==> src/sv/cpr_pkg.sv <==
`default_nettype none

package cpr_pkg;

	localparam int ITER_DEF   = 16;
	localparam int WIDTH_DEF  = 16;
	localparam int MAX_STEPS  = 24;
	localparam int MAG_LIMIT  = 46341;
	localparam int HALF_PI    = 16384;

	// 1/K of the CORDIC gain, Q30
	localparam logic [29:0] GAIN_Q30 = 30'd652032874;

	// atan(2^-i), pi = 2^31
	localparam logic [31:0] ATAN_TAB [MAX_STEPS] = '{
		32'h20000000, 32'h12E4051E, 32'h09FB385B, 32'h051111D4, 32'h028B0D43,
		32'h0145D7E1, 32'h00A2F61E, 32'h00517C55, 32'h0028BE53, 32'h00145F2F,
		32'h000A2F98, 32'h000517CC, 32'h00028BE6, 32'h000145F3, 32'h0000A2FA,
		32'h0000517D, 32'h000028BE, 32'h0000145F, 32'h00000A30, 32'h00000518,
		32'h0000028C, 32'h00000146, 32'h000000A3, 32'h00000051
	};

	typedef enum logic {
		OP_POLAR = 1'b0,
		OP_RECT  = 1'b1
	} op_t;

	typedef struct packed {
		op_t  op;
		logic zero;
	} ctrl_t;

endpackage

`default_nettype wire

==> src/sv/cpr_prep.sv <==
`default_nettype none

module cpr_prep #(
	parameter int GUARD = 4,
	parameter int W     = 23
) (
	input  wire                    clk,
	input  wire                    arst_n,
	input  wire                    up_valid,
	output logic                   up_ready,
	input  wire                    op,
	input  wire  signed [15:0]     real_in,
	input  wire  signed [15:0]     imag_in,
	input  wire         [15:0]     magnitude_in,
	input  wire  signed [15:0]     phase_in,
	output logic                   dn_valid,
	input  wire                    dn_ready,
	output cpr_pkg::ctrl_t         dn_ctrl,
	output logic signed [W-1:0]    dn_x,
	output logic signed [W-1:0]    dn_y,
	output logic        [31:0]     dn_z
);

	localparam int PRW = 46;
	localparam int SW  = PRW + GUARD + 1;

	logic                  v_s1, v_s2;
	logic                  en1, en2;
	cpr_pkg::ctrl_t        ctrl_s1, ctrl_s2;
	logic signed [W-1:0]   x_s1, y_s1, x_s2, y_s2;
	logic        [31:0]    z_s1, z_s2;
	logic                  neg_s1;
	logic        [PRW-1:0] prod_s1;

	logic signed [W-1:0]   xe, ye;
	logic        [15:0]    magc;
	logic        [15:0]    pa;
	logic                  wrap;
	logic        [SW-1:0]  sum;
	logic        [W-1:0]   xmag;

	assign en2      = !v_s2 || dn_ready;
	assign en1      = !v_s1 || en2;
	assign up_ready = en1;

	always_comb begin
		xe   = W'(real_in) <<< GUARD;
		ye   = W'(imag_in) <<< GUARD;
		magc = (magnitude_in > 16'(cpr_pkg::MAG_LIMIT)) ? 16'(cpr_pkg::MAG_LIMIT)
		                                                : magnitude_in;
		// outside +-pi/2 the phase moves by pi: only the top bit flips
		wrap = (phase_in > 16'sd16384) || (phase_in < -16'sd16384);
		pa   = wrap ? {~phase_in[15], phase_in[14:0]} : phase_in;
	end

	always_ff @(posedge clk or negedge arst_n) begin
		if (!arst_n) begin
			v_s1 <= 1'b0;
			v_s2 <= 1'b0;
		end else begin
			if (en1) v_s1 <= up_valid;
			if (en2) v_s2 <= v_s1;
		end
	end

	always_ff @(posedge clk) begin
		if (en1 && up_valid) begin
			ctrl_s1.op   <= cpr_pkg::op_t'(op);
			ctrl_s1.zero <= (op == cpr_pkg::OP_POLAR) && (real_in == 16'sd0) &&
			                (imag_in == 16'sd0);
			neg_s1       <= wrap;
			prod_s1      <= PRW'(magc) * PRW'(cpr_pkg::GAIN_Q30);
			if (op == cpr_pkg::OP_RECT) begin
				x_s1 <= xe;
				y_s1 <= ye;
				z_s1 <= {pa, 16'h0000};
			end else if (real_in < 16'sd0) begin
				x_s1 <= -xe;
				y_s1 <= -ye;
				z_s1 <= 32'h8000_0000;
			end else begin
				x_s1 <= xe;
				y_s1 <= ye;
				z_s1 <= 32'h0000_0000;
			end
		end
	end

	always_comb begin
		sum  = {1'b0, prod_s1, {GUARD{1'b0}}} + (SW'(1) << 29);
		xmag = W'(sum[SW-1:30]);
	end

	always_ff @(posedge clk) begin
		if (en2 && v_s1) begin
			ctrl_s2 <= ctrl_s1;
			z_s2    <= z_s1;
			if (ctrl_s1.op == cpr_pkg::OP_RECT) begin
				x_s2 <= neg_s1 ? -$signed(xmag) : $signed(xmag);
				y_s2 <= '0;
			end else begin
				x_s2 <= x_s1;
				y_s2 <= y_s1;
			end
		end
	end

	assign dn_valid = v_s2;
	assign dn_ctrl  = ctrl_s2;
	assign dn_x     = x_s2;
	assign dn_y     = y_s2;
	assign dn_z     = z_s2;

endmodule

`default_nettype wire

==> config.mk <==
export PLATFORM = sky130hd
export DESIGN_NAME = cpr_prep
export DESIGN_NICKNAME = d
export VERILOG_FILES = /design/src/sv/cpr_pkg.sv /design/src/sv/cpr_prep.sv
export SDC_FILE = /design/constraint.sdc
export NUM_CORES = 1
export LEC_CHECK = 0
export BUFFER_PORTS_ARGS = -buffer_cell sky130_fd_sc_hd__buf_2
export CAP_MARGIN = 20
export CELL_PAD_IN_SITES_DETAIL_PLACEMENT = 1
export CELL_PAD_IN_SITES_GLOBAL_PLACEMENT = 1
export CORE_ASPECT_RATIO = 1.4
export CORE_MARGIN = 8
export CORE_UTILIZATION = 45
export CTS_CLUSTER_SIZE = 8
export DETAILED_ROUTE_END_ITERATION = 12
export GPL_ROUTABILITY_DRIVEN = 0
export MAX_ROUTING_LAYER = met4
export PLACE_DENSITY = 0.81
export SLEW_MARGIN = 10
export SYNTH_ARGS = -nofsm -noshare
export SYNTH_HDL_FRONTEND = slang
export SYNTH_SLANG_ARGS = --single-unit
==> constraint.sdc <==
create_clock -name clk -period 5.92 [get_ports clk]
set_clock_uncertainty 0.2 [all_clocks]
set_input_delay 0.296 -clock clk [delete_from_list [all_inputs] [get_ports clk]]
set_output_delay 0.296 -clock clk [all_outputs]
set_load 0.02 [all_outputs]
==> results.md <==
Worst hold path:
- The worst min-delay path category is in -> reg.
- The worst hold path passes through 2 cells.

Setup path:
- The startpoint type of the worst setup path is an input pin.
- The most frequent cell on the critical path is sky130_fd_sc_hd__inv_2.
- The critical path start-end classification is in -> reg.
- Data on the critical path arrives at its endpoint at 6980 ps.
- The worst register-to-register path has a depth of 9.
- The capturing element type of the critical path is a flip-flop.
- STA puts the critical path data required time at around 5900 ps.
- On the worst path, the slowest cell contributes a delay of ~550 ps.
- Among all stages on the critical path, the largest delay is contributed by sky130_fd_sc_hd__fa_2.
- The biggest fanout along the worst timing path is 4.

Route:
- Summing over every cut layer, the via total after detailed routing is 11781.
- The number of search-and-repair iterations in the first detailed-routing pass is 5.
- The routed metal-1 wire length is ~16000 um.
- Once detail routing completed, the nets flagged for antenna violations numbered 0.
- Dividing the detail-routed via count by the number of cells gives between 5 and 6.
- In this run the top signal layer used is met4.
- For this block, the initial DRC count from the detailed router was around 500.
- The total wire length is 51800 um.
- The detailed-routed wire length on met2 is 28900 um.
- The wire length on met3 is approximately 2000 um.
- The DRC violation count after routing is 0.
- The wire length per cell after detailed routing is 24.1 um.

Logic synthesis:
- The post-synth design cell area is about 15000 um^2.
- In the synthesized netlist the async set-or-reset flop fraction comes to 0.0143.
- Counting instances in the post-synthesis netlist gives the leading cell types as sky130_fd_sc_hd__inv_1, sky130_fd_sc_hd__fa_1, sky130_fd_sc_hd__ha_1.
- During synthesis, Yosys emitted a total of 0 warnings.
- The gate count of the mapped netlist is roughly 1400.
- The sequential fraction of the synthesis area is 0.286.
- The count of different cell masters after synthesis is about 80.
- Yosys attributes the largest share of cell area to sky130_fd_sc_hd__edfxtp_1, sky130_fd_sc_hd__fa_1, sky130_fd_sc_hd__ha_1.
- The share of the synthesized area in the top cell type is 0.283.
- The most common cell in the synthesized netlist is sky130_fd_sc_hd__inv_1.
- In this run, synthesis inferred 138 flip-flops with an integrated enable.
- The mean instance size in the synthesized netlist is 10.7 um^2.
- The cell type with the largest total area after synthesis is sky130_fd_sc_hd__edfxtp_1.
- The most common flop cell mapped by yosys is sky130_fd_sc_hd__edfxtp_1.
- The number of register bits inferred by synthesis is between 100 and 150.

Floorplan:
- The I/O pin total is approximately 150.
- The die is 169 um wide.
- The area of the core is around 32000 um^2.
- The starting utilization of the core area is 0.455.
- The die covers about 39000 um^2.
- Measured along the y axis, the die boundary spans around 230 um.
- The number of rows created at floorplan is 78.

Placement:
- OpenSTA, run right after detailed placement, puts the worst setup slack at -1830 ps.
- The total placed instance area is 17500 um^2.
- Detailed placement ended at an HPWL of between 40000 and 50000 um.
- During placement, the flow inserted port buffers numbering 130.

GRT:
- The number of antenna violations at the first check in global routing is 2.
- The via count of the first global-routing pass is about 14000.
- In the global route stage, overall resource usage came out at 0.268.
- The first global-routing pass estimated between 70000 and 80000 um of wire.
- The residual overflow from global routing is 0.
- Entering global routing, the biggest net connects ~80 pins.

Clock tree:
- The TritonCTS clock tree is yes.
- The clock latency of the later-clocked register in the worst-skew pair is ~440 ps.
- The clock-pin slew reported for the worst setup and hold paths after clock tree synthesis is 60 ps.
- The number of levels the H-tree was split into is 4.
- The buffer cell driving the clock tree root is sky130_fd_sc_hd__clkbuf_16.
- The number of clock sinks seen by CTS is 140.
- TritonCTS created 17 clock buffers.
- The buffer depth of the longest clock path is 2.

STA:
- Across all setup checks in the final design, the least slack found is -1090 ps.
- The final number of setup-violating endpoints is 21.
- The final setup TNS is -18800 ps.
- The hold violation total from the final report is 0.
- The headroom to the max-slew limit is 0.283.
- The fmax is around 0.14 GHz.
- The count of final max-slew check failures came to 0.
- The fraction of the cycle the final worst path needs is 1.18.
- Setup repair after global routing could not meet its margin everywhere.
- The smallest clock period supported by the final layout is computed as 7010 ps.
- For the pin with the worst max-slew slack, the measured transition is roughly 1100 ps.

Finish:
- From synthesis to final layout, the design area changed by 30.7%.
- Once layout is complete, the utilization of the core stands at 0.595.
- The post-layout instance area is between 15000 and 20000 um^2.
- For this run, the post-layout net count is between 2000 and 2500.
- In the final layout, the share of cells above drive strength 1 is 0.322.
- The number of fill cells is about 3500.

Run status:
- The final reports fail on setup timing.
- The run finished, with violations left.

Job:
- The number of max-capacitance violations reported is 0.
-- area by class of cell --
type                    instances  area, um^2  area share
repair buffers                382        2740       0.143
clock inverters                13         188     0.00980
flip-flops and latches        140        4190       0.219
inverters                     272        1040      0.0545
multi-input cells             925       10100       0.525
well taps                     400         500      0.0261
diodes                          2        5.00    0.000261
clock buffers                  19         433      0.0226
-- kinds of logic after synthesis --
group,Yosys count,synth area share
other,2,0.000512
DFF,140,0.286
and+or+nand+nor,295,0.114
xor gates and xnor gates,103,0.0616
buffers and inverters,323,0.0897
adders and majority gates,326,0.362
muxes,19,0.0146
AOI/OAI and AO/OA,159,0.0716
-- cell usage in the layout, fill, tap and decap left out, types with 16 or more instances in the layout --
cell and instances:
sky130_fd_sc_hd__ha_1 141, sky130_fd_sc_hd__xnor2_1 59, sky130_fd_sc_hd__dlygate4sd3_1 30, sky130_fd_sc_hd__nor2b_1 29, sky130_fd_sc_hd__nand3_1 16, sky130_fd_sc_hd__xor2_1 38
sky130_fd_sc_hd__inv_1 243, sky130_fd_sc_hd__clkbuf_16 17, sky130_fd_sc_hd__nand2_1 61, sky130_fd_sc_hd__a21o_1 16, sky130_fd_sc_hd__inv_2 22, sky130_fd_sc_hd__ha_4 20
sky130_fd_sc_hd__o21ai_0 22, sky130_fd_sc_hd__buf_4 206, sky130_fd_sc_hd__fa_1 150, sky130_fd_sc_hd__and2_1 30, sky130_fd_sc_hd__buf_2 128, sky130_fd_sc_hd__a21oi_1 40
sky130_fd_sc_hd__nor2_1 40, sky130_fd_sc_hd__edfxtp_1 138, sky130_fd_sc_hd__conb_1 23
-- per-stage QoR --
step / std cells / hold WS, ps
after global placement: 2067 / -118
after detailed placement: 2067 / -112
after global routing: 2153 / 0.765
after floorplan: 1388 / -200
final: 2153 / 13.7
after CTS: 2143 / 3.42
-- per-layer routing --
metal / global-route usage / vias up
li1: - / 5206
met1: 0.231 / 5953
met2: 0.507 / 403
met3: 0.0399 / 219
met5: - / -
met4: 0.207 / 0
-- repair_timing --
item	4_1_cts	5_1_grt
setup buffers	14	9
pin swaps	31	28
hold buffers	30	0
endpoints found under the hold margin	29	0
setup endpoints to repair	21	21
resized for setup	74	48
-- sequential cells by signal, summed over array words and instances (netlist names) --
name and cells:
v_s1 1, ctrl_s1 2, dn_x 23, x_s1 19
y_s1 19, dn_valid 1, dn_y 19, dn_z 16
dn_ctrl 2, z_s1 16, prod_s1 21, neg_s1 1
-- critical path, delay by kind of cell --
family | cells | cell delay [ps]
buffers and inverters | 10 | 940
AOI/OAI and AO/OA | 7 | 1340
adders and majority gates | 7 | 3320
and+or+nand+nor | 5 | 1060
-- worst paths after layout --
| check | from | endpoint | slack, ps |
|---|---|---|---|
| worst max-delay path | magnitude_in[1] | prod_s1[42] | -1090 |
| worst min-delay path | imag_in[5] | y_s1[9] | 10 |
| worst max register to register | prod_s1[25] | dn_x[20] | 2460 |
| worst min register to register | z_s1[23] | dn_z[23] | 210 |
| max in group asynchronous | arst_n | dn_valid | 4880 |
| min in group asynchronous | arst_n | v_s1 | 520 |
Power is not shown: default switching activity piles up to over one toggle a cycle in this logic, so the estimate is an artifact.
