--- config.mk ---
export PLATFORM = sky130hd
export DESIGN_NAME = cpr_rot
export DESIGN_NICKNAME = d
export VERILOG_FILES = /design/src/sv/cpr_pkg.sv /design/src/sv/cpr_rot.sv
export SDC_FILE = /design/constraint.sdc
export NUM_CORES = 1
export LEC_CHECK = 0
export ABC_AREA = 0
export BUFFER_PORTS_ARGS = -buffer_cell sky130_fd_sc_hd__buf_2
export CAP_MARGIN = 20
export CORE_ASPECT_RATIO = 0.6
export CORE_MARGIN = 2
export CORE_UTILIZATION = 54
export CTS_CLUSTER_SIZE = 25
export DETAILED_ROUTE_END_ITERATION = 8
export HOLD_SLACK_MARGIN = 0.03
export PLACE_DENSITY = 0.87
export SKIP_CTS_REPAIR_TIMING = 1
export SLEW_MARGIN = 20
export SYNTH_ARGS = -nofsm -noshare
export SYNTH_HDL_FRONTEND = slang
export SYNTH_SLANG_ARGS = --single-unit
--- constraint.sdc ---
create_clock -name clk -period 3.7 [get_ports clk]
set_clock_uncertainty 0.2 [all_clocks]
set_input_delay 0.555 -clock clk [delete_from_list [all_inputs] [get_ports clk]]
set_output_delay 0.555 -clock clk [all_outputs]
set_load 0.01 [all_outputs]
--- src/sv/cpr_pkg.sv ---
`default_nettype none

package cpr_pkg;

	localparam int ITER_DEF   = 16;
	localparam int WIDTH_DEF  = 16;
	localparam int MAX_STEPS  = 24;
	localparam int MAG_LIMIT  = 46341;
	localparam int HALF_PI    = 16384;

	// 1/K of the CORDIC gain, Q30
	localparam logic [29:0] GAIN_Q30 = 30'd652032874;

	// atan(2^-i), pi = 2^31
	localparam logic [31:0] ATAN_TAB [MAX_STEPS] = '{
		32'h20000000, 32'h12E4051E, 32'h09FB385B, 32'h051111D4, 32'h028B0D43,
		32'h0145D7E1, 32'h00A2F61E, 32'h00517C55, 32'h0028BE53, 32'h00145F2F,
		32'h000A2F98, 32'h000517CC, 32'h00028BE6, 32'h000145F3, 32'h0000A2FA,
		32'h0000517D, 32'h000028BE, 32'h0000145F, 32'h00000A30, 32'h00000518,
		32'h0000028C, 32'h00000146, 32'h000000A3, 32'h00000051
	};

	typedef enum logic {
		OP_POLAR = 1'b0,
		OP_RECT  = 1'b1
	} op_t;

	typedef struct packed {
		op_t  op;
		logic zero;
	} ctrl_t;

endpackage

`default_nettype wire

--- src/sv/cpr_rot.sv ---
`default_nettype none

module cpr_rot #(
	parameter int STEP = 0,
	parameter int W    = 23
) (
	input  wire                 clk,
	input  wire                 arst_n,
	input  wire                 up_valid,
	output logic                up_ready,
	input  wire cpr_pkg::ctrl_t up_ctrl,
	input  wire  signed [W-1:0] up_x,
	input  wire  signed [W-1:0] up_y,
	input  wire         [31:0]  up_z,
	output logic                dn_valid,
	input  wire                 dn_ready,
	output cpr_pkg::ctrl_t      dn_ctrl,
	output logic signed [W-1:0] dn_x,
	output logic signed [W-1:0] dn_y,
	output logic        [31:0]  dn_z
);

	localparam logic [31:0] ANGLE = cpr_pkg::ATAN_TAB[STEP];

	logic                v_s1;
	logic                en;
	cpr_pkg::ctrl_t      ctrl_s1;
	logic signed [W-1:0] x_s1, y_s1;
	logic        [31:0]  z_s1;
	logic signed [W-1:0] dx, dy;
	logic                turn_a;

	assign en       = !v_s1 || dn_ready;
	assign up_ready = en;

	// vectoring steers on the sign of y, rotation on the sign of z
	always_comb begin
		dx     = up_y >>> STEP;
		dy     = up_x >>> STEP;
		turn_a = (up_ctrl.op == cpr_pkg::OP_POLAR) ? !up_y[W-1] : up_z[31];
	end

	always_ff @(posedge clk or negedge arst_n) begin
		if (!arst_n) begin
			v_s1 <= 1'b0;
		end else if (en) begin
			v_s1 <= up_valid;
		end
	end

	always_ff @(posedge clk) begin
		if (en && up_valid) begin
			ctrl_s1 <= up_ctrl;
			if (turn_a) begin
				x_s1 <= up_x + dx;
				y_s1 <= up_y - dy;
				z_s1 <= up_z + ANGLE;
			end else begin
				x_s1 <= up_x - dx;
				y_s1 <= up_y + dy;
				z_s1 <= up_z - ANGLE;
			end
		end
	end

	assign dn_valid = v_s1;
	assign dn_ctrl  = ctrl_s1;
	assign dn_x     = x_s1;
	assign dn_y     = y_s1;
	assign dn_z     = z_s1;

endmodule

`default_nettype wire

==> reports/results.txt, run 1 <==
Compound-Gate Fraction of Synth Area - 0.230
Share of post-route cells with drive strength above 1 - 0.255
Seq cells post-synth - 80
CTS HTree Levels - 3
Cell row count - 30
Post-route setup TNS - 0 ns
Final Cycle Share - 0.865
Post-route non-filler standard cell count - 1003
Vias in the first global route - 5189
Xor-xnor portion of the synthesized cell area - 0.0570
Final Hold Fails - 0
Area grow syn2layout - 21.0%
Outcome - finished, final reports clean
Highest-delay cell along the critical path - ha_1
Clock-pin slew on the worst setup and hold paths - 0.06 ns
Cell area after synthesis - 6300 um2
Die area - 12600 um2
Tmin final - 3.20 ns
YS warnings - 0
Via/cell ratio - 5.95
CP delay by family, top - compound AO/OA/AOI/OAI gates
Placer's final routability congestion estimate - 1.04
Crit end category - flip-flop
Post-synth EDFFs - 79
Net Count, Synth - 824
WP data required - 3.57 ns
Vias - 5966
Gate Count Post-Synth - 670
Final setup fails - 0
Crit start category - input pin
Placed Cells - 985
First-pass GRT wire length - 29.0 mm
Fillers - 957
Worst Hold Class - in -> reg
Routed length per instance - 19.2 um
Port Buf Inserts - 165
Multi-input combinational cell area - 3530 um2
Worst Tran Pin Value - 0.977 ns
Die Span X - 143 um
P_leak - 3.37 nW
Synth Area per Inst - 9.40 um2
Pwr/cell area - 384 nW/um2
DR iter-0 viols - 852
Proportion of synthesized area in mux cells - 0.0119
RSZ-0062 raised after global routing - false
Routed WL - 19.3 mm
Crit-path cells - buf_2, inv_1, ha_1, inv_2, a21oi_2, o31ai_1, o311a_1, a211o_1, o21ai_0, xnor2_1
Ys flop type - edfxtp_1
Die height - 87.7 um
Post-Place Worst Slack - 0.279 ns
Final layout net count - 991
Total Routing Usage GR - 0.304
Largest net degree at the start of global routing - 80
Flip-flop and latch area - 2400 um2
Simple-gate share of the synthesized area - 0.116
Peak supply drop - 190 uV
Main combinational cell family by area after synthesis - compound AO/OA/AOI/OAI gates
Clk Tree Root Cell - clkbuf_16
Slew HR - 0.349
Share of async-settable or async-resettable flops after synthesis - 0.0125
CTS tree - done
Critical-path maximum fanout - 15
Cell variety after synth - 68
Drc violations - 0
Clk_lat worst skew - 0.32 ns
CP max stage delay - 0.64 ns
Remaining antenna violation count - 0
Core area - 11300 um2
DR pass1 iterations - 5
CTS buffer count - 9
Buf/Inv on CP - 3
Setup CP Type - in -> reg
Critical Path AT - 3.07 ns
Post-synthesis adder-cell area fraction - 0.144
Clk buf depth - 2
Max-cap viol count - 0
Upper clock frequency limit - 312 MHz
IO Count - 166
Slew Viols, Final - 0
Register area share after synthesis - 0.381
Post-route setup slack - 0.499 ns
Initial core utilization - 0.556
Initial antenna violation count - 2
Post-detail-place hpwl - 15.7 mm
CTS sink cnt - 80
Gr ovfl total - 0
flip-flops by register name (all words and copies together) (netlist names):
| register | count |
|---|---|
| dn_z | 32 |
| dn_x | 22 |
| dn_valid | 1 |
| dn_ctrl | 2 |
| dn_y | 23 |
per-stage QoR:
step	utilization	hold WS (ns)	cell area [um2]	power (mW)
detailed placement	0.647	0.132	7340	2.11
CTS	0.671	-0.217	7610	2.90
finish	0.672	0.202	7620	2.93
global route	0.672	0.187	7620	3.05
floorplan	-	0.0594	6300	1.76
global placement	0.647	0.130	7340	2.10
metal layers:
metal / share of wire / vias up / global-route usage
li1: - / 2761 / -
met1: 0.47 / 2772 / 0.496
met2: 0.37 / 409 / 0.390
met3: 0.14 / 22 / 0.0853
met4: 0.0083 / 2 / 0.0579
met5: 0.00062 / - / 0
power breakdown:
group	internal (mW)	leakage (nW)	total (mW)	switching, mW
Sequential	1.12	0.763	1.15	0.0222
Combinational	0.368	2.48	0.991	0.623
Clock	0.452	0.131	0.790	0.338
layout make-up:
class,count,share of cell area
Tap cell,160,0.0263
Timing Repair Buffer,183,0.126
Clock inverter,7,0.00607
Inverter,69,0.0340
Sequential cell,80,0.315
Clock buffer,9,0.0295
Antenna cell,1,0.000328
Multi-Input combinational cell,494,0.463
worst reg2reg max path, delay by kind of cell, from the launching register on:
kind / cells / cell delay, ns
flops: 1 / 0.38
simple gates: 2 / 0.91
synthesized netlist by cell type, types with 2 or more instances:
library cell / number / area, um2
xor2_1: 4 / 35.0
buf_4: 3 / 22.5
and2_1: 4 / 25.0
buf_2: 11 / 55.1
nor2_1: 45 / 169
clkbuf_1: 12 / 45.0
nor3_1: 14 / 70.1
a31o_2: 2 / 17.5
inv_2: 3 / 11.3
o22ai_1: 3 / 18.8
a211oi_1: 7 / 52.6
and3_1: 3 / 18.8
o21bai_1: 12 / 90.1
nand2_1: 30 / 113
a21o_1: 9 / 67.6
edfxtp_1: 79 / 2370
nand4_1: 12 / 75.1
nand3b_1: 4 / 30.0
nor4_1: 5 / 31.3
ha_1: 66 / 826
xnor2_1: 37 / 324
a21oi_2: 4 / 35.0
a22oi_1: 5 / 37.5
o21ai_0: 49 / 245
o21a_1: 5 / 37.5
a31oi_1: 4 / 25.0
inv_1: 66 / 248
mux2i_1: 5 / 50.1
a21oi_1: 77 / 385
o31ai_1: 10 / 75.1
o21ai_1: 5 / 25.0
o211ai_1: 6 / 45.0
nor2b_1: 13 / 81.3
fa_1: 4 / 80.1
nand2b_1: 6 / 37.5
a211o_1: 8 / 70.1
nand3_1: 6 / 30.0
or2_2: 2 / 12.5
cell usage in the layout (no fill, tap or decap), drive strengths merged, types with 2 or more instances in the layout:
cell,Yosys,final
a211o,8,8
a211oi,7,7
a21o,9,9
a21oi,81,81
a221oi,3,3
a22oi,5,5
a31o,2,2
a31oi,4,4
and2,4,4
and3,3,3
buf,15,182
clkbuf,12,9
clkinv,0,5
edfxtp,79,79
fa,4,4
ha,66,66
inv,69,70
mux2i,6,6
nand2,30,30
nand2b,6,6
nand3,6,6
nand3b,4,4
nand4,12,12
nor2,46,46
nor2b,13,13
nor3,14,14
nor4,5,5
o211ai,6,6
o21a,5,5
o21ai,54,54
o21bai,12,12
o22ai,3,3
o311ai,2,2
o31ai,11,11
or2,2,2
xnor2,37,37
xor2,4,4
cell families (layout without fill, tap and decap cells):
group,after synthesis,count (layout)
fa+ha+maj,70,70
flops,80,80
other cells,0,1
buf+inv,96,268
xor+xnor,41,41
simple gates,149,149
compound gates,227,227
mux,7,7
final timing paths:
kind | startpoint | end | slack (ns) | cells after the start
worst min-delay path | up_z[25] | dn_z[25] | 0.20 | 1
worst min register to register | dn_valid | dn_valid | 0.35 | 2
max in group asynchronous | arst_n | dn_valid | 2.89 | 2
min in group asynchronous | arst_n | dn_valid | 0.33 | 2
worst max-delay path | up_x[14] | dn_x[19] | 0.50 | 10
worst max register to register | dn_valid | dn_y[8] | 1.78 | 2
Note: power is estimated with default switching activity, not from simulation.
==> run 2: changes to the inputs <==
--- a/config.mk
+++ b/config.mk
@@ -16,4 +16,5 @@
 export HOLD_SLACK_MARGIN = 0.03
 export PLACE_DENSITY = 0.87
+export REMOVE_ABC_BUFFERS = 1
 export SKIP_CTS_REPAIR_TIMING = 1
 export SLEW_MARGIN = 20
==> constraint.sdc (replaced) <==
create_clock -name clk -period 3.7 [get_ports clk]
set_clock_uncertainty 0.2 [all_clocks]
set_input_delay 0.555 -clock clk [delete_from_list [all_inputs] [get_ports clk]]
set_output_delay 0.555 -clock clk [all_outputs]
set_load 0.1 [all_outputs]
==> reports/results.txt, run 2 (synthesis gave the netlist of run 1 again) <==
Max-cap viol count - 0
Clk buf depth - 2
Clk_lat worst skew - 0.33 ns
Largest net degree at the start of global routing - 80
Post-route setup slack - 0.706 ns
Setup CP Type - in -> reg
Post-detail-place hpwl - 14.3 mm
DR iter-0 viols - 943
Final Hold Fails - 0
Drc violations - 0
Port Buf Inserts - 165
CTS HTree Levels - 3
Crit. Startpoint - up_x[7]
Routed WL - 18.0 mm
HP Start - up_ctrl[0]
Vias in the first global route - 5240
WP data required - 3.59 ns
Tmin final - 2.99 ns
Worst Hold Class - in -> reg
Die Span X - 143 um
Routed length per instance - 18.2 um
Placed cell area - 7260 um2
Cell row count - 30
Pwr/cell area - 469 nW/um2
Fillers - 920
Vias - 5877
Initial core utilization - 0.556
CTS buffer count - 9
Reg2reg start - dn_valid
Ant. Diodes - 0
Crit end category - flip-flop
CTS tree - done
Largest register FFs - 32
Upper clock frequency limit - 334 MHz
Final setup fails - 0
Share of post-route cells with drive strength above 1 - 0.248
DR pass1 iterations - 6
Area grow syn2layout - 20.3%
Final layout net count - 981
Remaining antenna violation count - 0
Die area - 12600 um2
CTS sink cnt - 80
Initial antenna violation count - 0
Via/cell ratio - 5.92
RSZ-0062 raised after global routing - false
Placer's final routability congestion estimate - 1.03
Core area - 11300 um2
Gr ovfl total - 0
Critical-path maximum fanout - 15
Flip-flop and latch area - 2400 um2
P_leak - 3.34 nW
Clock-pin slew on the worst setup and hold paths - 0.07 ns
Multi-input combinational cell area - 3530 um2
Final Cycle Share - 0.809
Post-Place Worst Slack - 0.433 ns
Peak supply drop - 210 uV
Total Routing Usage GR - 0.288
Most frequent cells in the layout - 165 x buf_2, 79 x edfxtp_1, 77 x a21oi_1
First-pass GRT wire length - 27.5 mm
Leading cell type in the layout, fill and taps excluded - buf_2
Clk Tree Root Cell - clkbuf_16
Die height - 87.7 um
Outcome - finished, final reports clean
Slew HR - 0.324
Core Util, Final - 0.668
Design area - 7580 um2
Crit start category - input pin
Critical Path AT - 2.88 ns
Slew Viols, Final - 0
IO Count - 166
Worst Tran Pin Value - 1.01 ns
run 2: cell count changes in the layout (fill, tap and decap cells not counted), sizes merged:
cell / delta
diode: -1
bufinv: +1
inv: +2
buf: -10
clkinvlp: +1
clkinv: -4
run 2: final timing paths:
check                             end  slack (ns)  depth (start not counted)
min in group asynchronous    dn_valid        0.32                          2
max in group asynchronous    dn_valid        2.90                          2
min reg2reg                  dn_valid        0.36                          2
max reg2reg                   dn_z[0]        1.74                          2
min                        dn_ctrl[0]        0.19                          1
max                          dn_x[22]        0.71                         10
run 2: critical path, stage by stage:
cell and delay, ns:
buf_2 0.10, inv_1 0.05, ha_1 0.51, nor2_1 0.25
o21ai_0 0.16, a2111o_1 0.44, a31oi_1 0.35, o31ai_1 0.16
o22ai_1 0.22, xnor2_1 0.09
run 2: layout make-up:
class | instances | share of cell area
multi-input cells | 494 | 0.466
flip-flops and latches | 80 | 0.316
repair buffers | 173 | 0.117
inverters | 69 | 0.0342
clock buffers | 9 | 0.0297
well taps | 160 | 0.0264
clock inverters | 7 | 0.0102
run 2: per-layer routing:
metal  GRT usage  part of all wire
met2       0.387              0.38
met1       0.435              0.44
met5           0                 0
met4      0.0633             0.010
met3       0.109              0.16
run 2: metrics by stage:
stage,instances,setup TNS [ns],hold WS [ns],total power [mW]
after floorplan,643,-44.90,0.0594,2.30
after global placement,975,0,0.130,2.61
after detailed placement,975,0,0.132,2.63
after CTS,991,0,-0.234,3.54
after global routing,992,0,0.177,3.69
final,992,0,0.190,3.55
run 2: power by group:
part	switching (mW)	internal (mW)
clock network	0.372	0.530
logic	1.15	0.354
registers	0.0219	1.12
total	1.55	2.01
