`config.mk`:
```
export PLATFORM = sky130hd
export DESIGN_NAME = cpr_post
export DESIGN_NICKNAME = d
export VERILOG_FILES = /design/src/sv/cpr_pkg.sv /design/src/sv/cpr_post.sv
export SDC_FILE = /design/constraint.sdc
export NUM_CORES = 1
export LEC_CHECK = 0
export BUFFER_PORTS_ARGS = -buffer_cell sky130_fd_sc_hd__buf_2
export CAP_MARGIN = 20
export CORE_ASPECT_RATIO = 0.5
export CORE_UTILIZATION = 40
export CTS_BUF_LIST = sky130_fd_sc_hd__clkbuf_8
export DETAILED_ROUTE_END_ITERATION = 6
export GPL_TIMING_DRIVEN = 0
export HOLD_SLACK_MARGIN = 0.1
export PLACE_DENSITY = 0.58
export RECOVER_POWER = 100
export SYNTH_ARGS = -nofsm -noshare
export SYNTH_HDL_FRONTEND = slang
export SYNTH_SLANG_ARGS = --single-unit
```
`constraint.sdc`:
```
create_clock -name clk -period 10.8 [get_ports clk]
set_clock_uncertainty 0.1 [all_clocks]
set_input_delay 3.24 -clock clk [delete_from_list [all_inputs] [get_ports clk]]
set_output_delay 3.24 -clock clk [all_outputs]
set_load 0.02 [all_outputs]
```
`src/sv/cpr_pkg.sv`:
```
`default_nettype none

package cpr_pkg;

	localparam int ITER_DEF   = 16;
	localparam int WIDTH_DEF  = 16;
	localparam int MAX_STEPS  = 24;
	localparam int MAG_LIMIT  = 46341;
	localparam int HALF_PI    = 16384;

	// 1/K of the CORDIC gain, Q30
	localparam logic [29:0] GAIN_Q30 = 30'd652032874;

	// atan(2^-i), pi = 2^31
	localparam logic [31:0] ATAN_TAB [MAX_STEPS] = '{
		32'h20000000, 32'h12E4051E, 32'h09FB385B, 32'h051111D4, 32'h028B0D43,
		32'h0145D7E1, 32'h00A2F61E, 32'h00517C55, 32'h0028BE53, 32'h00145F2F,
		32'h000A2F98, 32'h000517CC, 32'h00028BE6, 32'h000145F3, 32'h0000A2FA,
		32'h0000517D, 32'h000028BE, 32'h0000145F, 32'h00000A30, 32'h00000518,
		32'h0000028C, 32'h00000146, 32'h000000A3, 32'h00000051
	};

	typedef enum logic {
		OP_POLAR = 1'b0,
		OP_RECT  = 1'b1
	} op_t;

	typedef struct packed {
		op_t  op;
		logic zero;
	} ctrl_t;

endpackage

`default_nettype wire

```
`src/sv/cpr_post.sv`:
```
`default_nettype none

module cpr_post #(
	parameter int GUARD = 4,
	parameter int W     = 23
) (
	input  wire                 clk,
	input  wire                 arst_n,
	input  wire                 up_valid,
	output logic                up_ready,
	input  wire cpr_pkg::ctrl_t up_ctrl,
	input  wire  signed [W-1:0] up_x,
	input  wire  signed [W-1:0] up_y,
	input  wire         [31:0]  up_z,
	output logic                valid,
	input  wire                 stall,
	output logic        [15:0]  magnitude_out,
	output logic signed [15:0]  phase_out,
	output logic signed [16:0]  real_out,
	output logic signed [16:0]  imag_out
);

	localparam int PMW = W + 31;

	localparam logic signed [PMW-1:0] MAG_RND = PMW'(1) <<< (29 + GUARD);
	localparam logic signed [PMW-1:0] MAG_MAX = PMW'(cpr_pkg::MAG_LIMIT);
	localparam logic signed [W:0]     PRT_RND = (W + 1)'(1) <<< (GUARD - 1);
	localparam logic signed [W:0]     PRT_MAX = (W + 1)'(cpr_pkg::MAG_LIMIT);
	localparam logic signed [W:0]     PRT_MIN = -PRT_MAX;

	logic                  v_s1, v_s2;
	logic                  en1, en2;
	cpr_pkg::ctrl_t        ctrl_s1;
	logic signed [PMW-1:0] prod_s1;
	logic signed [W:0]     xr_s1, yr_s1;
	logic        [15:0]    ph_s1;

	logic        [31:0]    zr;
	logic signed [W:0]     xs, ys;
	logic signed [PMW-1:0] mag;
	logic signed [W:0]     xc, yc;

	assign en2      = !v_s2 || !stall;
	assign en1      = !v_s1 || en2;
	assign up_ready = en1;

	always_comb begin
		zr = up_z + 32'h0000_8000;
		xs = ((W + 1)'(up_x) + PRT_RND) >>> GUARD;
		ys = ((W + 1)'(up_y) + PRT_RND) >>> GUARD;
	end

	always_ff @(posedge clk or negedge arst_n) begin
		if (!arst_n) begin
			v_s1 <= 1'b0;
			v_s2 <= 1'b0;
		end else begin
			if (en1) v_s1 <= up_valid;
			if (en2) v_s2 <= v_s1;
		end
	end

	always_ff @(posedge clk) begin
		if (en1 && up_valid) begin
			ctrl_s1 <= up_ctrl;
			prod_s1 <= PMW'(up_x) * $signed(PMW'(cpr_pkg::GAIN_Q30));
			xr_s1   <= xs;
			yr_s1   <= ys;
			ph_s1   <= zr[31:16];
		end
	end

	always_comb begin
		mag = (prod_s1 + MAG_RND) >>> (30 + GUARD);
		if (xr_s1 > PRT_MAX)      xc = PRT_MAX;
		else if (xr_s1 < PRT_MIN) xc = PRT_MIN;
		else                      xc = xr_s1;
		if (yr_s1 > PRT_MAX)      yc = PRT_MAX;
		else if (yr_s1 < PRT_MIN) yc = PRT_MIN;
		else                      yc = yr_s1;
	end

	always_ff @(posedge clk) begin
		if (en2 && v_s1) begin
			if (ctrl_s1.op == cpr_pkg::OP_RECT) begin
				magnitude_out <= '0;
				phase_out     <= '0;
				real_out      <= xc[16:0];
				imag_out      <= yc[16:0];
			end else begin
				real_out <= '0;
				imag_out <= '0;
				if (ctrl_s1.zero) begin
					magnitude_out <= '0;
					phase_out     <= '0;
				end else begin
					phase_out <= ph_s1;
					if (mag > MAG_MAX)      magnitude_out <= 16'(cpr_pkg::MAG_LIMIT);
					else if (mag < 0)       magnitude_out <= '0;
					else                    magnitude_out <= mag[15:0];
				end
			end
		end
	end

	assign valid = v_s2;

endmodule

`default_nettype wire

```
==> results of run 1 <==
critical path, stage by stage:
cell and delay [ns]:
clkbuf_1 0.65, ha_1 0.61, fa_1 0.55, fa_1 0.51, fa_1 0.51, inv_1 0.05
fa_1 0.48, inv_1 0.06, fa_1 0.54, inv_1 0.06, fa_1 0.53, inv_1 0.04
ha_1 0.35, nand2_1 0.07, nor2_1 0.32, nand3_2 0.14, o31ai_4 0.40, o22ai_1 0.24
a2111o_1 0.48, a21boi_1 0.25, nor2_1 0.09, xnor2_1 0.13
cells by family (layout without fill, tap and decap cells):
family	count (synthesis)	after routing	share of synthesized area (%)
compound gates	161	161	6.06
simple gates	308	308	8.75
xor+xnor	86	86	4.19
buf+inv	435	603	9.14
flops	147	147	24.5
fa+ha+maj	517	517	47.4
worst max-delay path by stage:
stage                         from     endpoint  slack [ns]  depth (start not counted)
after floorplan           up_x[17]  prod_s1[37]        1.61                         20
final                      up_x[6]  prod_s1[48]        0.59                         22
after CTS                 up_x[15]  prod_s1[48]        0.85                         20
after global routing       up_x[6]  prod_s1[48]        0.32                         22
after global placement       stall  real_out[4]       -0.26                          2
after detailed placement  up_x[15]  prod_s1[48]        0.39                         20
metal layers:
layer | routed length [microns] | global-route usage, % | vias to the layer above
li1 | - | - | 5639
met5 | 0 | 0 | -
met3 | 1490 | 2.55 | 35
met4 | 726 | 4.21 | 0
met2 | 19700 | 31.0 | 191
met1 | 20000 | 27.8 | 5884
through the flow:
step / hold slack, ns / TNS, ns / util [%] / setup WS (ns)
finish: 0.387 / 0 / 44.8 / 0.593
global route: 0.427 / 0 / 44.8 / 0.315
CTS: 0.396 / 0 / 45.3 / 0.854
detailed placement: 0.364 / 0 / 44.3 / 0.392
global placement: 0.351 / -16.27 / 44.1 / -0.264
floorplan: 0.343 / 0 / - / 1.61
layout make-up:
cell class / count / area, sq um
fill: 4238 / 24300
multi-input combinational: 1072 / 11900
sequential: 147 / 4400
inverter: 420 / 1580
tap: 588 / 736
timing repair buffer: 136 / 582
clock buffer: 17 / 234
clock inverter: 15 / 201
buffer: 15 / 60.1
state kept, by name, summed over array words and instances (netlist names):
signal         cells
ctrl_s1            2
imag_out          17
magnitude_out     16
ph_s1             16
phase_out         16
prod_s1           21
real_out          17
v_s1               1
valid              1
xr_s1             20
yr_s1             20
Yosys cell counts, types with 2 or more instances:
master / n
nor2_1: 103
ha_1: 243
xor2_1: 25
o22ai_1: 4
edfxtp_1: 145
a21oi_1: 45
nand3b_1: 3
buf_4: 3
and4_1: 5
a21boi_0: 4
nand2_1: 48
o311ai_0: 2
nor2b_1: 4
nor3_1: 10
o211ai_1: 2
o21ai_0: 25
nor3_2: 5
a41oi_1: 2
and2_1: 25
o21a_1: 7
and3_1: 16
xnor2_1: 61
o21ai_1: 3
o22a_1: 2
nand4b_1: 3
or3_1: 4
or4_1: 2
nand3_1: 46
a31oi_1: 6
clkbuf_1: 11
dfrtp_1: 2
or2_2: 2
nand4_1: 11
nor4bb_1: 3
nand3_2: 2
a211oi_1: 10
o2111ai_1: 7
fa_1: 274
o21bai_1: 4
nand2b_1: 8
inv_1: 420
a41o_1: 2
o31a_1: 2
a21o_1: 21
==> metrics, run 1 <==
#FFs+latches synth 147; arrival time at the worst endpoint ~10 ns; CTS max path bufs 2; outcome finished, violations left; number of buffers added on ports between 100 and 150; worst reg-to-reg setup slack between 5 and 6 ns; type of destination of the critical path flip-flop; total overflow reported by the global router 0; CTS tree yes; achievable clock frequency ~98 MHz; Clock Sink Count 147; class of the worst hold path reg -> reg; Core Rows 54; final-report max-slew violation count 77; Mapped Avg Cell Area 10.9 sq um; clock buffers created by TritonCTS 17; total number of vias roughly 12000; height of the die roughly 150 microns; portion of synthesized cell area occupied by the leading cell type between 30 and 40%; min Tclk post-route ~10 ns; element type at the critical path start primary input; Placeable Area about 44000 sq um; post-synthesis cell area around 18000 sq um; initial antenna violation count 0; area of the die ~46000 sq um; CTS hold repair buffers 0; boundary pin count 152; ys async rst share roughly 1.4%; Initial Util between 40 and 50%; largest cells by area after synthesis fa_1 30%, edfxtp_1 24%, ha_1 17%; largest net degree at the start of global routing about 60; number of nets at the end of the flow ~2400; most common cell after layout, fill and taps aside inv_1; post-route ant nets 0; fraction of layout instances using a drive strength above 1 5.82%; number of library cell types mapped by synthesis 66; final antenna diode count 0; Least-Margin Pin Slew ~3.2 ns; sum of net half-perimeters after detailed placement between 30000 and 40000 microns; level count of the clock H-tree 4; final routed wirelength across all metal layers ~42000 microns; Root Driver clkbuf_8; number of buffers inserted to repair setup after CTS 0; RSZ-0062 raised after global routing no; final worst-path cycle share 94.5%; post-synthesis cell type with the largest combined area fa_1; category of the critical setup timing path in -> reg; final count of hold timing violations 0; final routed wire length divided by cell count about 17 microns; Post-CTS Resized 0; Syn Nets 2255; most frequently used flop master after synthesis edfxtp_1; Post-DP Area 19500 sq um; Placed Instances 2378; number of synthesized flops with an enable pin ~150; commonest non-fill, non-tap cells in the layout 420 x inv_1, 274 x fa_1, 243 x ha_1; later-pin clock latency in the skew report around 0.46 ns; length of the first detailed-routing pass in iterations 7; setup-violating endpoint count in the final report 0; relative area change from synthesis to final layout 9.57%; vias in the first global route between 10000 and 15000; Hold Crit Start v_s1; iteration-0 DRC count of the detailed router approximately 560; r2r worst-path depth 3; total global routing track utilization ~19%; number of warning messages in the yosys log 0; failing checks design-rule violations, max-capacitance violations, max-slew violations; Crit path required time ~11 ns; cell depth of the worst hold path 1; wire length of the first global-routing pass 67900 microns; clock slew seen by the registers of the worst setup and hold paths between 0.1 and 0.15 ns; synthesized instance count ~1700; sequential area share after synthesis between 20% and 30%; GP Congestion between 0.9 and 1; endpoint of the worst-slack reg-to-reg timing path phase_out[0]; Critical Path Fanout Max 9; Residual DRC 1; worst-case headroom to the max-slew limit -116%; area of all placed cells without fillers around 20000 sq um; number of max-cap violations 2; end point of the most critical hold path valid; count of placed standard cells in the final layout, fillers left out around 2400; R2R Path Start valid; detail-routed via count per cell 4.88; Chip Width about 300 microns
Power of run 1 is left out: the tool's default activity adds up to more than one toggle a clock period on the data nets, which glitch-free logic cannot reach.
==> run 2, diff against run 1 <==
RECOVER_POWER = 25   (was 100)
==> metrics, run 2 (synthesized netlist as in run 1, its figures left out) <==
outcome finished, violations left; failing checks design-rule violations, max-capacitance violations; relative area change from synthesis to final layout 10.5%; Worst Hold Slack approximately 0.39 ns; final routed wire length divided by cell count between 15 and 20 microns; sum of net half-perimeters after detailed placement 36700 microns; Critical Path Fanout Max 8; iteration-0 DRC count of the detailed router around 520; clock slew seen by the registers of the worst setup and hold paths around 0.11 ns; wire length of the first global-routing pass 67900 microns; vias in the first global route roughly 12000; initial antenna violation count 0; area of the multi-input gates 11900 sq um; Clock Sink Count between 100 and 150; Root Driver clkbuf_8; commonest non-fill, non-tap cells in the layout 420 x inv_1, 274 x fa_1, 243 x ha_1; CTS tree yes; number of flip-flops in the largest register 21; area of the die roughly 46000 sq um; clock buffers created by TritonCTS 17; CTS hold repair buffers 0; total overflow reported by the global router 0; number of nets at the end of the flow between 2000 and 2500; PnR worst setup slack roughly 0.84 ns; Initial Util about two fifths; Least-Margin Pin Slew between 1 and 1.5 ns; gate family responsible for the most delay along the worst path adder cells; level count of the clock H-tree 4; number of buffers added on ports about 130; type of destination of the critical path flip-flop; final routed wirelength across all metal layers approximately 42000 microns; largest registers ranked by flip-flop count prod_s1 (21), xr_s1 (20), yr_s1 (20); CTS max path bufs 2; class of the worst hold path reg -> reg; later-pin clock latency in the skew report about 0.46 ns; Post-CTS Resized 0; achievable clock frequency approximately 100 MHz; final count of hold timing violations 0; area of all placed cells without fillers roughly 20000 sq um; post-route ant nets 0; final worst-path cycle share between 90% and 100%; Chip Width about 300 microns; length of the first detailed-routing pass in iterations 7; height of the die 152 microns; worst-path cell with the longest stage delay fa_1; Residual DRC 1; total global routing track utilization 19.3%; setup-violating endpoint count in the final report 0; Post-DP Area approximately 20000 sq um; Bufs and invs on worst path 7; ordered cell list for the critical path buf_2, inv_1, ha_1, inv_1, fa_1, inv_1, fa_1, inv_1, fa_1, fa_1, inv_1, fa_1, inv_1, fa_1, ha_1, and4_4, nand3_2, o31ai_4, o22ai_2, a2111o_1, a21boi_1, nor2_1, xnor2_1; Seq. cell area approximately 4400 sq um; category of the critical setup timing path in -> reg; total number of vias 11700; detail-routed via count per cell between 4 and 5; final antenna diode count 0; core occupancy in the finished layout between 40% and 50%; worst-case headroom to the max-slew limit 0.474%; count of fill cells added during filler insertion roughly 4200; RSZ-0062 raised after global routing no; final-report max-slew violation count 0; Most flops, register prod_s1; Placeable Area roughly 44000 sq um; arrival time at the worst endpoint about 10 ns; number of buffers inserted to repair setup after CTS 0; DP Worst Slack 0.392 ns; number of max-cap violations 1; element type at the critical path start primary input; Core Rows 54; fraction of layout instances using a drive strength above 1 9.88%; boundary pin count between 150 and 200; Crit path required time 10.91 ns; most common cell after layout, fill and taps aside inv_1; min Tclk post-route 9.96 ns; GP Congestion 0.928; largest net degree at the start of global routing 59; highest cell delay on the worst timing path 0.63 ns
==> run 2: cell count changes in the layout (fill, tap and decap cells not counted), sizes merged <==
| cell | delta |
|---|---|
| buf | +72 |
| clkbuf | -72 |
==> run 2: final cells by class <==
cell class	count	area share [%]
buffer	15	0.302
inverter	420	7.93
multi-input combinational	1072	60.1
clock inverter	15	1.01
timing repair buffer	136	3.64
clock buffer	17	1.18
tap	588	3.70
sequential	147	22.2
==> run 2: routing by layer <==
metal	vias up	global-route usage, %	routed length, microns
met3	36	2.55	1420
met5	-	0	0
met1	5865	27.8	20100
met4	0	4.21	717
li1	5636	-	-
met2	197	31.0	19700
==> run 2: worst reg2reg max path, stage by stage (launching register included) <==
cell and delay [ns]:
edfxtp_1 0.41, ha_1 0.28, and4_1 0.32, and4_1 0.21, clkbuf_1 0.25, and2b_4 0.23, nand4_1 0.17, or3_1 0.35
nand3_1 0.32, clkbuf_1 0.43, a31oi_1 0.09
==> run 2: final timing paths <==
kind | start | end | slack (ns) | cells after the start
max in group asynchronous | arst_n | valid | 8.04 | 1
max reg2reg | prod_s1[34] | magnitude_out[2] | 7.36 | 10
max | up_x[3] | prod_s1[48] | 0.84 | 23
min in group asynchronous | arst_n | v_s1 | 2.44 | 1
min reg2reg | v_s1 | valid | 0.39 | 1
min | v_s1 | valid | 0.39 | 1
==> run 2: stage by stage <==
stage,TNS [ns],instances
final,0,2410
after global routing,0,2410
after CTS,0,2410
after detailed placement,0,2378
after global placement,-16.27,2375
after floorplan,0,1654
Power of run 2 is left out for the same reason.
